## src/rtl/cwm_pkg.sv

```systemverilog
// shared types and constants of the clamped window median filter
package cwm_pkg;

    // sequencer states of the top level
    typedef enum logic [2:0] {
        S_IDLE,
        S_CHECK,
        S_SETUP,
        S_SWEEP,
        S_FLUSH,
        S_DECIDE,
        S_EMIT
    } state_t;

    // input word kinds carried in tuser
    localparam logic CMD_PUSH  = 1'b0;
    localparam logic CMD_DRAIN = 1'b1;

    // configuration register indexes
    localparam logic [1:0] REG_WIDTH  = 2'd0;
    localparam logic [1:0] REG_HEIGHT = 2'd1;
    localparam logic [1:0] REG_RADIUS = 2'd2;

    // fixed field widths
    localparam int CFG_W   = 13;
    localparam int CHAN_W  = 8;
    localparam int PIXEL_W = 32;

    // control from the sequencer to the bit select unit
    typedef struct packed {
        logic       start;
        logic       acc;
        logic       decide;
        logic [2:0] bitpos;
    } sel_ctrl_t;

endpackage

```

## src/rtl/cwm_bit_select.sv

```systemverilog
// bit-serial rank select: one median bit per window sweep for red, green and blue
module cwm_bit_select
    import cwm_pkg::*;
#(
    parameter int CNT_W = 9
)
(
    input  logic               clk,
    input  sel_ctrl_t          ctrl,
    input  logic [CNT_W-1:0]   win_count,
    input  logic [PIXEL_W-1:0] pixel,
    output logic [CHAN_W-1:0]  median_red,
    output logic [CHAN_W-1:0]  median_green,
    output logic [CHAN_W-1:0]  median_blue
);

    logic [CHAN_W-1:0] bit_mask;
    logic [CHAN_W-1:0] high_mask;

    // masks for the bit under decision and the bits already settled
    assign bit_mask  = CHAN_W'(1) << ctrl.bitpos;
    assign high_mask = {CHAN_W{1'b1}} << (4'(ctrl.bitpos) + 4'd1);

    for (genvar ch = 0; ch < 3; ch++)
    begin : g_lane
        logic [CHAN_W-1:0] prefix_reg;
        logic [CNT_W-1:0]  rank_reg;
        logic [CNT_W-1:0]  count_reg;
        logic [CHAN_W-1:0] sample;
        logic              match;

        assign sample = pixel[CHAN_W*ch +: CHAN_W];
        // sample agrees with the settled prefix and has a zero at this bit
        assign match  = ((sample & high_mask) == (prefix_reg & high_mask))
                        && ((sample & bit_mask) == '0);

        // count zeros under the prefix, then settle one bit
        always_ff @(posedge clk)
        begin
            if (ctrl.start)
            begin
                rank_reg   <= (win_count - CNT_W'(1)) >> 1;
                prefix_reg <= '0;
                count_reg  <= '0;
            end
            else if (ctrl.decide)
            begin
                if (count_reg <= rank_reg)
                begin
                    prefix_reg <= prefix_reg | bit_mask;
                    rank_reg   <= rank_reg - count_reg;
                end
                count_reg <= '0;
            end
            else if (ctrl.acc && match)
            begin
                count_reg <= count_reg + CNT_W'(1);
            end
        end
    end

    assign median_red   = g_lane[0].prefix_reg;
    assign median_green = g_lane[1].prefix_reg;
    assign median_blue  = g_lane[2].prefix_reg;

endmodule

```

## config.mk

```make
export PLATFORM = sky130hd
export DESIGN_NAME = cwm_bit_select
export DESIGN_NICKNAME = d
export VERILOG_FILES = /design/src/rtl/cwm_pkg.sv /design/src/rtl/cwm_bit_select.sv
export SDC_FILE = /design/constraint.sdc
export NUM_CORES = 1
export LEC_CHECK = 0
export ABC_AREA = 1
export BUFFER_PORTS_ARGS = -buffer_cell sky130_fd_sc_hd__buf_2
export CAP_MARGIN = 0
export CORE_MARGIN = 5
export CORE_UTILIZATION = 58
export DETAILED_ROUTE_END_ITERATION = 7
export GPL_TIMING_DRIVEN = 0
export HOLD_SLACK_MARGIN = 0.03
export PLACE_DENSITY = 0.77
export SLEW_MARGIN = 25
export SYNTH_ARGS = -nofsm -noshare
export SYNTH_HDL_FRONTEND = slang
export SYNTH_SLANG_ARGS = --single-unit
```

## constraint.sdc

```tcl
create_clock -name clk -period 2.35 [get_ports clk]
set_input_delay 0.1175 -clock clk [delete_from_list [all_inputs] [get_ports clk]]
set_output_delay 0.1175 -clock clk [all_outputs]
set_load 0.02 [all_outputs]
```

## Word level (Yosys, flattened, before mapping)

Index checks and enable logic that the tools add are counted.

| operators by class | value |
|---|---|
| magnitude comparators | 3 |
| shift operators | 2 |
| bitwise gates (word level) | 12 |
| add/subtract/negate cells | 8 |
| reduce and logical (&&, ||, !) cells | 20 |
| muxes and demuxes | 9 |
| eq/ne operators | 3 |

Operators by type and width:

| kind | number |
|---|---|
| AND 8 bit | 9 |
| two-way mux 8 bit | 9 |
| adder 9 x 1 -> 9 bit (second input constant) | 3 |
| less-or-equal comparator 9 bit | 3 |
| subtractor 9 bit | 3 |
| == test 8 bit | 3 |
| logical NOT 8 bit | 3 |
| OR 8 bit | 3 |
| AND reduction 2 bit | 6 |
| subtractor 9 x 1 -> 9 bit (second input constant) | 1 |
| nonzero test 2 bit | 4 |
| << shifter 1 x 3 -> 8 bit (first input constant) | 1 |
| << shifter 8 x 4 -> 8 bit (first input constant) | 1 |
| logical AND 1 bit | 6 |
| adder 3 x 1 -> 4 bit (second input constant) | 1 |
| OR reduction 2 bit | 1 |

| word-level totals | value |
|---|---|
| bits in registers | 78 |
| word-level logic and storage cells | 69 |

## Logic depth before layout (Yosys ltp)

Gate-level depths: netlist of run 1.

| depth | value |
|---|---|
| depth in word-level cells | 6 |
| depth in mapped cells | 14 |

## Least setup slack after synthesis of run 1

No wires, ideal clock.

| timing path | value |
|---|---|
| kind | flip-flop to flip-flop |
| from | reg g_lane[1].count_reg[3] |
| to | reg g_lane[1].rank_reg[0], enable pin |
| setup slack | 0.256 ns |
| data required time | 1.972 ns |
| stages on the path, launching flop included | 10 |
| buffers on the path | 1 |
| arrival | 1.716 ns |
| cells stage by stage | dfxtp_1 > clkbuf_1 > inv_1 > ha_1 > nand2_1 > nor2_1 > nand3_1 > o21ai_0 > nor2_1 > a31oi_1 |

| on the way | value |
|---|---|
| word-level cells in the longest chain between the ends | 3 |

Ends and longest elaborated chain:

| element | line | RTL |
|---|---|---|
| from (decl) | cwm_bit_select.sv:28 | `logic [CNT_W-1:0] count_reg;` |
| from (signal assigned) | cwm_bit_select.sv:57 | `count_reg <= count_reg + CNT_W'(1);` |
| less-or-equal comparator 9 bit | cwm_bit_select.sv:48 | `if (count_reg <= rank_reg)` |
| nonzero test 2 bit (no line) | -- |  |
| AND reduction 2 bit (no line) | -- |  |
| to (signal assigned) | cwm_bit_select.sv:42 | `rank_reg <= (win_count - CNT_W'(1)) >> 1;` |
| to (signal assigned) | cwm_bit_select.sv:51 | `rank_reg <= rank_reg - count_reg;` |
| to (decl) | cwm_bit_select.sv:27 | `logic [CNT_W-1:0] rank_reg;` |

No other way between the ends.
A chain may end at the register's enable or synchronous reset.

## Worst setup path after layout of run 1

| timing path | value |
|---|---|
| from | reg g_lane[2].count_reg[5] |
| to | reg g_lane[2].rank_reg[4], enable pin |

| on the way | value |
|---|---|
| word-level cells in the longest chain between the ends | 3 |

Ends and longest elaborated chain:

| element | line |
|---|---|
| from (decl) | cwm_bit_select.sv:28 |
| from (signal assigned) | cwm_bit_select.sv:57 |
| less-or-equal comparator 9 bit | cwm_bit_select.sv:48 |
| nonzero test 2 bit (no line) | -- |
| AND reduction 2 bit (no line) | -- |
| to (signal assigned) | cwm_bit_select.sv:42 |
| to (signal assigned) | cwm_bit_select.sv:51 |
| to (decl) | cwm_bit_select.sv:27 |

No other way between the ends.

==> impl_metrics.toml, run 1 <==
[run_status]
status = "finished clean"

[critical_path]
reg2regPathDepth = 10
critPathMostFrequentCell = "nor2_1"
crit_chain = "inv_1, ha_1, nand2_1, nor2_1, nand3_1, nor2_1, nor2_1, nand2_4, nand2_1, nand2_4"
r2r_slack_ns = 0.17
cpLargestDelayFamily = "simple AND/OR/NAND/NOR gates"
path_buf_inv = 1
worstPathMaxFanout = 9
cp-end-kind = "register"
critPathRequiredTime_ns = 2.41
crit_type = "reg -> reg"
crit_slowest_cell = "dfxtp_1"
slowest_delay_ns = 0.44
reg2reg_from = "g_lane[2].count_reg[5]$_SDFFE_PP0P_"
cp_data_arrival_time_ns = 2.25
r2r-end = "g_lane[2].rank_reg[4]$_DFFE_PP_"
startpoint_type = "register"

[cells_and_area]
fin_nets = 983
drive_gt1_share_pct = 12.9
n_antenna_cell = 0
fin_area_um2 = 6390
area_delta_synth_final_pct = 12.5

[worst_hold_path]
min_path_cells = 4
min_path_type = "in -> reg"
holdPathEnd = "g_lane[2].count_reg[1]$_SDFFE_PP0P_"
hold_path.startpoint = "ctrl[3]"

[global_route]
grt_max_degree = 14
grtUsageTotal_pct = 26.7
antenna_found_initial = 0
grt_pass1_wl_um = 25100
grt_overflow = 0
first_global_vias = 5404

[logic_synthesis]
synth_most_common_cell = "nand2_1"
postSynthCellCount = 823
ys_top_cells_by_count = "nand2_1, inv_1, nand3_1"
synthFlopType = "dfxtp_1"
syn-num-nets = 912
ys_warn_count = 0
yosysTopAreaCell = "dfxtp_1"
synthTopCellsByArea = "dfxtp_1, nand2_1, edfxtp_1"
syn_area_um2 = 5680
syn_avg_cell_area_um2 = 6.90
synth_cell_types = 31
ys_seq_area_share_pct = 31.7
async_flop_share_pct = 0
synth_top_area_share_pct = 19.0
synth-seq-cells = 78
synth_edf_count = 24

[clocking]
clock_path_buffers = 2
cts_tree = "yes"
cts-buffers-inserted = 9
cts_sinks = 78
clk_latency_ns = 0.36
path_clk_slew_ns = 0.09
h-tree-depth = 3
clockRootBuffer = "clkbuf_8"
post_cts_buffers = 0

[place]
placed_area_um2 = 6160
gp_congestion = 0.952
io_buffer_count = 62
post-dp-hpwl_um = 11800
dp_slack_ns = -0.288

[route]
wirelength_um = 15200
drt-initial-drc-count = 417
ant_nets = 0
post_drt_wl_per_cell_um = 14.8
vias_per_cell = 5.48
drc = 0
first_pass_iters = 5
num_vias = 5656

[timing]
rsz0062_at_grt = "no"
fin_tns_setup_ns = 0
setup_slack_ns = 0.167
drv_slew = 0
clock_skew_ns = 0.00946
timing.final.crit_share_pct = 92.9
period_needed_ns = 2.18
worst_hold_slack_ns = 0.148
worst_slew_pin_slew_ns = 0.863
setup_viol = 0
fmax_mhz = 458
finalHoldViolCount = 0
slew_headroom_pct = 42.5

[die]
core_um2 = 9680
core.rowCount = 36
die_x_um = 109
die_y_um = 109
die_area_um2 = 11900
io_pins = 72
start_util_pct = 58.7

[power]
power.total_w = 0.00448
leakagePower_nw = 2.96
ir_worst_vdd_v = 0.000418
powerDensity_nw_per_um2 = 701

[job]
max-cap-violations = 0
-- how the worst max path moves through the flow --
| stage | start | endpoint | slack (ns) | cells past startpoint |
|---|---|---|---|---|
| global route | g_lane[2].count_reg[5]$_SDFFE_PP0P_ | g_lane[2].rank_reg[4]$_DFFE_PP_ | 0.003 | 10 |
| global placement | g_lane[0].count_reg[6]$_SDFFE_PP0P_ | g_lane[0].rank_reg[2]$_DFFE_PP_ | -0.22 | 11 |
| detailed placement | g_lane[2].count_reg[2]$_SDFFE_PP0P_ | g_lane[2].rank_reg[3]$_DFFE_PP_ | -0.29 | 10 |
| finish | g_lane[2].count_reg[5]$_SDFFE_PP0P_ | g_lane[2].rank_reg[4]$_DFFE_PP_ | 0.17 | 10 |
| floorplan | g_lane[1].count_reg[3]$_SDFFE_PP0P_ | g_lane[1].rank_reg[0]$_DFFE_PP_ | 0.26 | 9 |
| CTS | g_lane[1].count_reg[3]$_SDFFE_PP0P_ | g_lane[1].rank_reg[5]$_DFFE_PP_ | 0.02 | 9 |
-- repair_timing --
| item | CTS | global route |
|---|---|---|
| gates resized for setup | 7 | 6 |
| hold buffers | 0 | 0 |
| cloned | 0 | 0 |
| setup endpoints to repair | 24 | 34 |
-- metal layers --
metal | up-vias | GRT usage, % | routed length (um)
met1 | 2612 | 35.8 | 6770
met4 | 0 | 9.47 | 270
met5 | - | 0 | 0
met3 | 25 | 3.73 | 960
li1 | 2831 | - | -
met2 | 188 | 44.1 | 7240
-- logic make-up (layout without fill, tap and decap cells) --
group / Yosys count / in the layout / share of synthesized area [%]
AO/OA/AOI/OAI: 114 / 114 / 10.5
buffers and inverters: 138 / 214 / 9.60
XOR/XNOR: 33 / 33 / 5.09
AND/OR/NAND/NOR: 419 / 419 / 33.7
adder cells (fa/ha/maj): 41 / 41 / 9.43
flip-flops: 78 / 78 / 31.7
-- power breakdown --
group / leakage [nW] / total, W / internal [W] / switching, W
Combinational: 2.18 / 0.00178 / 0.000594 / 0.00119
Clock: 0.0942 / 0.00101 / 0.000488 / 0.000525
Sequential: 0.683 / 0.00168 / 0.00160 / 0.0000833
Total: 2.96 / 0.00448 / 0.00268 / 0.00180
-- tightest hold or removal path: cells and delay by family --
| family | cells | cell delay (ns) |
|---|---|---|
| simple gates | 3 | 0.27 |
| buf+inv | 1 | 0.09 |
-- area by class of cell --
cell class	instances	area [um^2]
clock buffers	10	128
well taps	133	166
repair buffers	62	310
flip-flops and latches	78	1800
plain buffers	16	87.6
inverters	120	450
fillers	926	3300
clock inverters	6	61.3
multi-input cells	607	3380
-- cells in the final DEF, fill, tap and decap left out, types with 4 or more instances in the layout --
| cell type | instances |
|---|---|
| dfxtp_1 | 52 |
| nand3_4 | 4 |
| o21ai_0 | 27 |
| clkbuf_8 | 10 |
| nand2_2 | 8 |
| nor2_4 | 6 |
| nand4_1 | 29 |
| nand3_1 | 89 |
| nand3b_1 | 4 |
| nand2_4 | 4 |
| xnor2_1 | 6 |
| buf_2 | 64 |
| edfxtp_1 | 24 |
| ha_1 | 38 |
| nor2_1 | 59 |
| nand2_1 | 205 |
| a21oi_1 | 75 |
| or2_2 | 5 |
| o21a_1 | 4 |
| clkbuf_1 | 11 |
| inv_1 | 117 |
| xor2_1 | 27 |
-- metrics by stage --
| stage | utilization [%] | instances |
|---|---|---|
| floorplan | - | 823 |
| global placement | 63.6 | 1018 |
| detailed placement | 63.6 | 1018 |
| CTS | 65.8 | 1034 |
| global route | 66.0 | 1032 |
| finish | 66.0 | 1032 |
No activity file was read; power rests on OpenSTA's default activity.
==> inputs of run 2 (changes only) <==
--- a/config.mk
+++ b/config.mk
@@ -9,11 +9,11 @@
 export BUFFER_PORTS_ARGS = -buffer_cell sky130_fd_sc_hd__buf_2
 export CAP_MARGIN = 0
 export CORE_MARGIN = 5
-export CORE_UTILIZATION = 58
+export CORE_UTILIZATION = 30
 export DETAILED_ROUTE_END_ITERATION = 7
 export GPL_TIMING_DRIVEN = 0
 export HOLD_SLACK_MARGIN = 0.03
-export PLACE_DENSITY = 0.77
+export PLACE_DENSITY = 0.44
 export SLEW_MARGIN = 25
 export SYNTH_ARGS = -nofsm -noshare
 export SYNTH_HDL_FRONTEND = slang
==> run 2 against run 1 <==
Effect of this change:
- utilization fell by 30 points
- power rose by 12%
- highest routed layer is now met5
- worst setup slack got worse by 0.14 ns
- largest power group unchanged
- register-to-register slack got worse by 0.14 ns
- largest cell class unchanged
- maximum frequency fell by 6.0%
- die area rose by 83%
- sequential share of layout area fell by 1.1 points
- wire length rose by 14%
==> impl_metrics.toml, run 2 (same netlist as run 1, synthesis figures left out) <==
[global_route]
grt_overflow = 0
grt_max_degree = 13
grt_pass1_wl_um = 27800
first_global_vias = 5199
grtUsageTotal_pct = 16.2
antenna_found_initial = 1

[critical_path]
cp-end-kind = "register"
r2r_slack_ns = 0.03
cp_data_arrival_time_ns = 2.30
startpoint = "g_lane[1].count_reg[3]$_SDFFE_PP0P_"
worstPathMaxFanout = 8
crit_type = "reg -> reg"
reg2reg_from = "g_lane[1].count_reg[3]$_SDFFE_PP0P_"
critPathRequiredTime_ns = 2.33
r2r-end = "g_lane[1].rank_reg[7]$_DFFE_PP_"
startpoint_type = "register"
endpoint = "g_lane[1].rank_reg[7]$_DFFE_PP_"
reg2regPathDepth = 9

[cells_and_area]
mostFrequentLayoutCell = "nand2_1"
fin_nets = 985
fin_area_um2 = 6650
final_cell_mix = "nand2_1, inv_1, nand3_1, a21oi_1, buf_2"
nFillCells = 2043
n_antenna_cell = 0
finalNonFillerCells = 1135
area_delta_synth_final_pct = 17.1
drive_gt1_share_pct = 13.4

[power]
pwr-share-comb_pct = 35.3
leakagePower_nw = 3.03
powerDensity_nw_per_um2 = 752
seq_power_share_pct = 33.7
swShare_pct = 37.1
switchingPower_w = 0.00186
ir_worst_vdd_v = 0.000318
pwr-share-clk_pct = 31.0
intPower_w = 0.00315

[timing]
worst_hold_slack_ns = 0.151
period_needed_ns = 2.32
worst_slew_pin_slew_ns = 0.803
slew_headroom_pct = 46.5
rsz0062_at_grt = "yes"
clock_skew_ns = 0.00823
setup_slack_ns = 0.0267
timing.final.crit_share_pct = 98.9
setup_viol = 0
finalHoldViolCount = 0
fin_tns_setup_ns = 0
drv_slew = 0
fmax_mhz = 430

[route]
drc = 0
vias_per_cell = 4.71
first_pass_iters = 5
wirelength_um = 17400
post_drt_wl_per_cell_um = 15.3
num_vias = 5350
ant_nets = 0
drt-initial-drc-count = 303

[place]
gp_congestion = 0.832
dpl.cell_count = 1119
io_buffer_count = 62
post-dp-hpwl_um = 13600
dp_slack_ns = -0.479
placed_area_um2 = 6290

[die]
core_um2 = 18700
start_util_pct = 30.4
core.rowCount = 50
die_area_um2 = 21800
io_pins = 72
die_x_um = 148
die_y_um = 148

[run_status]
status = "finished clean"

[clocking]
path_clk_slew_ns = 0.07
cts_hold_buf = 0
cts_tree = "yes"
clock_path_buffers = 2
h-tree-depth = 3
cts-buffers-inserted = 9
clk_latency_ns = 0.34
cts_sinks = 78
clockRootBuffer = "clkbuf_16"

[job]
max-cap-violations = 0

[worst_hold_path]
min_path_type = "in -> reg"
hold_path.startpoint = "ctrl[3]"
run 2: changes by cell type in the layout (fill, tap and decap cells not counted), sizes merged:
| cell | delta |
|---|---|
| buf | +1 |
| bufinv | +1 |
| inv | -1 |
| clkinvlp | -1 |
| clkbuf | +2 |
run 2: critical path: stages (launching register included):
cell and delay (ns):
dfxtp_1 0.30, clkbuf_1 0.29, inv_1 0.11, ha_1 0.38, nand2_1 0.08, nor2_1 0.08, nand3_1 0.07, o21ai_0 0.09
nor2_1 0.09, a31oi_2 0.46
run 2: layout make-up:
cell class              count  area, um^2  area share, %
plain buffers              17        91.3           1.37
inverters                 120         452           6.79
clock buffers              11         243           3.65
well taps                 234         293           4.40
flip-flops and latches     78        1810           27.2
multi-input cells         607        3380           50.8
clock inverters             5        72.6           1.09
repair buffers             63         318           4.78
run 2: metal layers:
metal / vias to the layer above / global-route usage [%] / routed length (um)
met3: 17 / 2.70 / 545
met2: 80 / 26.1 / 7890
li1: 2842 / - / -
met4: 2 / 4.71 / 253
met1: 2409 / 22.5 / 8700
met5: - / 0 / 20
run 2: what timing repair did:
action | in CTS | in global routing
resized for setup | 8 | 8
endpoints found under the setup margin | 25 | 35
setup buffers | 0 | 1
pin swaps | 0 | 1
run 2: per-stage QoR:
step / power [W] / utilization, %
after detailed placement: 0.00345 / 33.6
after global routing: 0.00539 / 35.6
after floorplan: 0.00293 / -
after CTS: 0.00504 / 35.4
final: 0.00500 / 35.6
after global placement: 0.00345 / 33.6
run 2: worst min path at each step:
stage	slack, ns	depth (start not counted)	end
5_1_grt	0.16	4	g_lane[2].count_reg[1]$_SDFFE_PP0P_
4_1_cts	0.15	4	g_lane[2].count_reg[1]$_SDFFE_PP0P_
3_5_place_dp	0.47	2	median_green[6]$_SDFFE_PP0P_
3_3_place_gp	0.47	2	median_green[6]$_SDFFE_PP0P_
6_report	0.15	4	g_lane[2].count_reg[1]$_SDFFE_PP0P_
2_1_floorplan	0.31	3	g_lane[1].count_reg[1]$_SDFFE_PP0P_
run 2: power groups by stage:
stage                     sequential [W]  clock, W  combinational, W
final                            0.00169   0.00155           0.00177
after global routing             0.00171   0.00166           0.00202
after CTS                        0.00169   0.00160           0.00175
after detailed placement         0.00172         0           0.00173
after global placement           0.00172         0           0.00173
after floorplan                  0.00172         0           0.00121
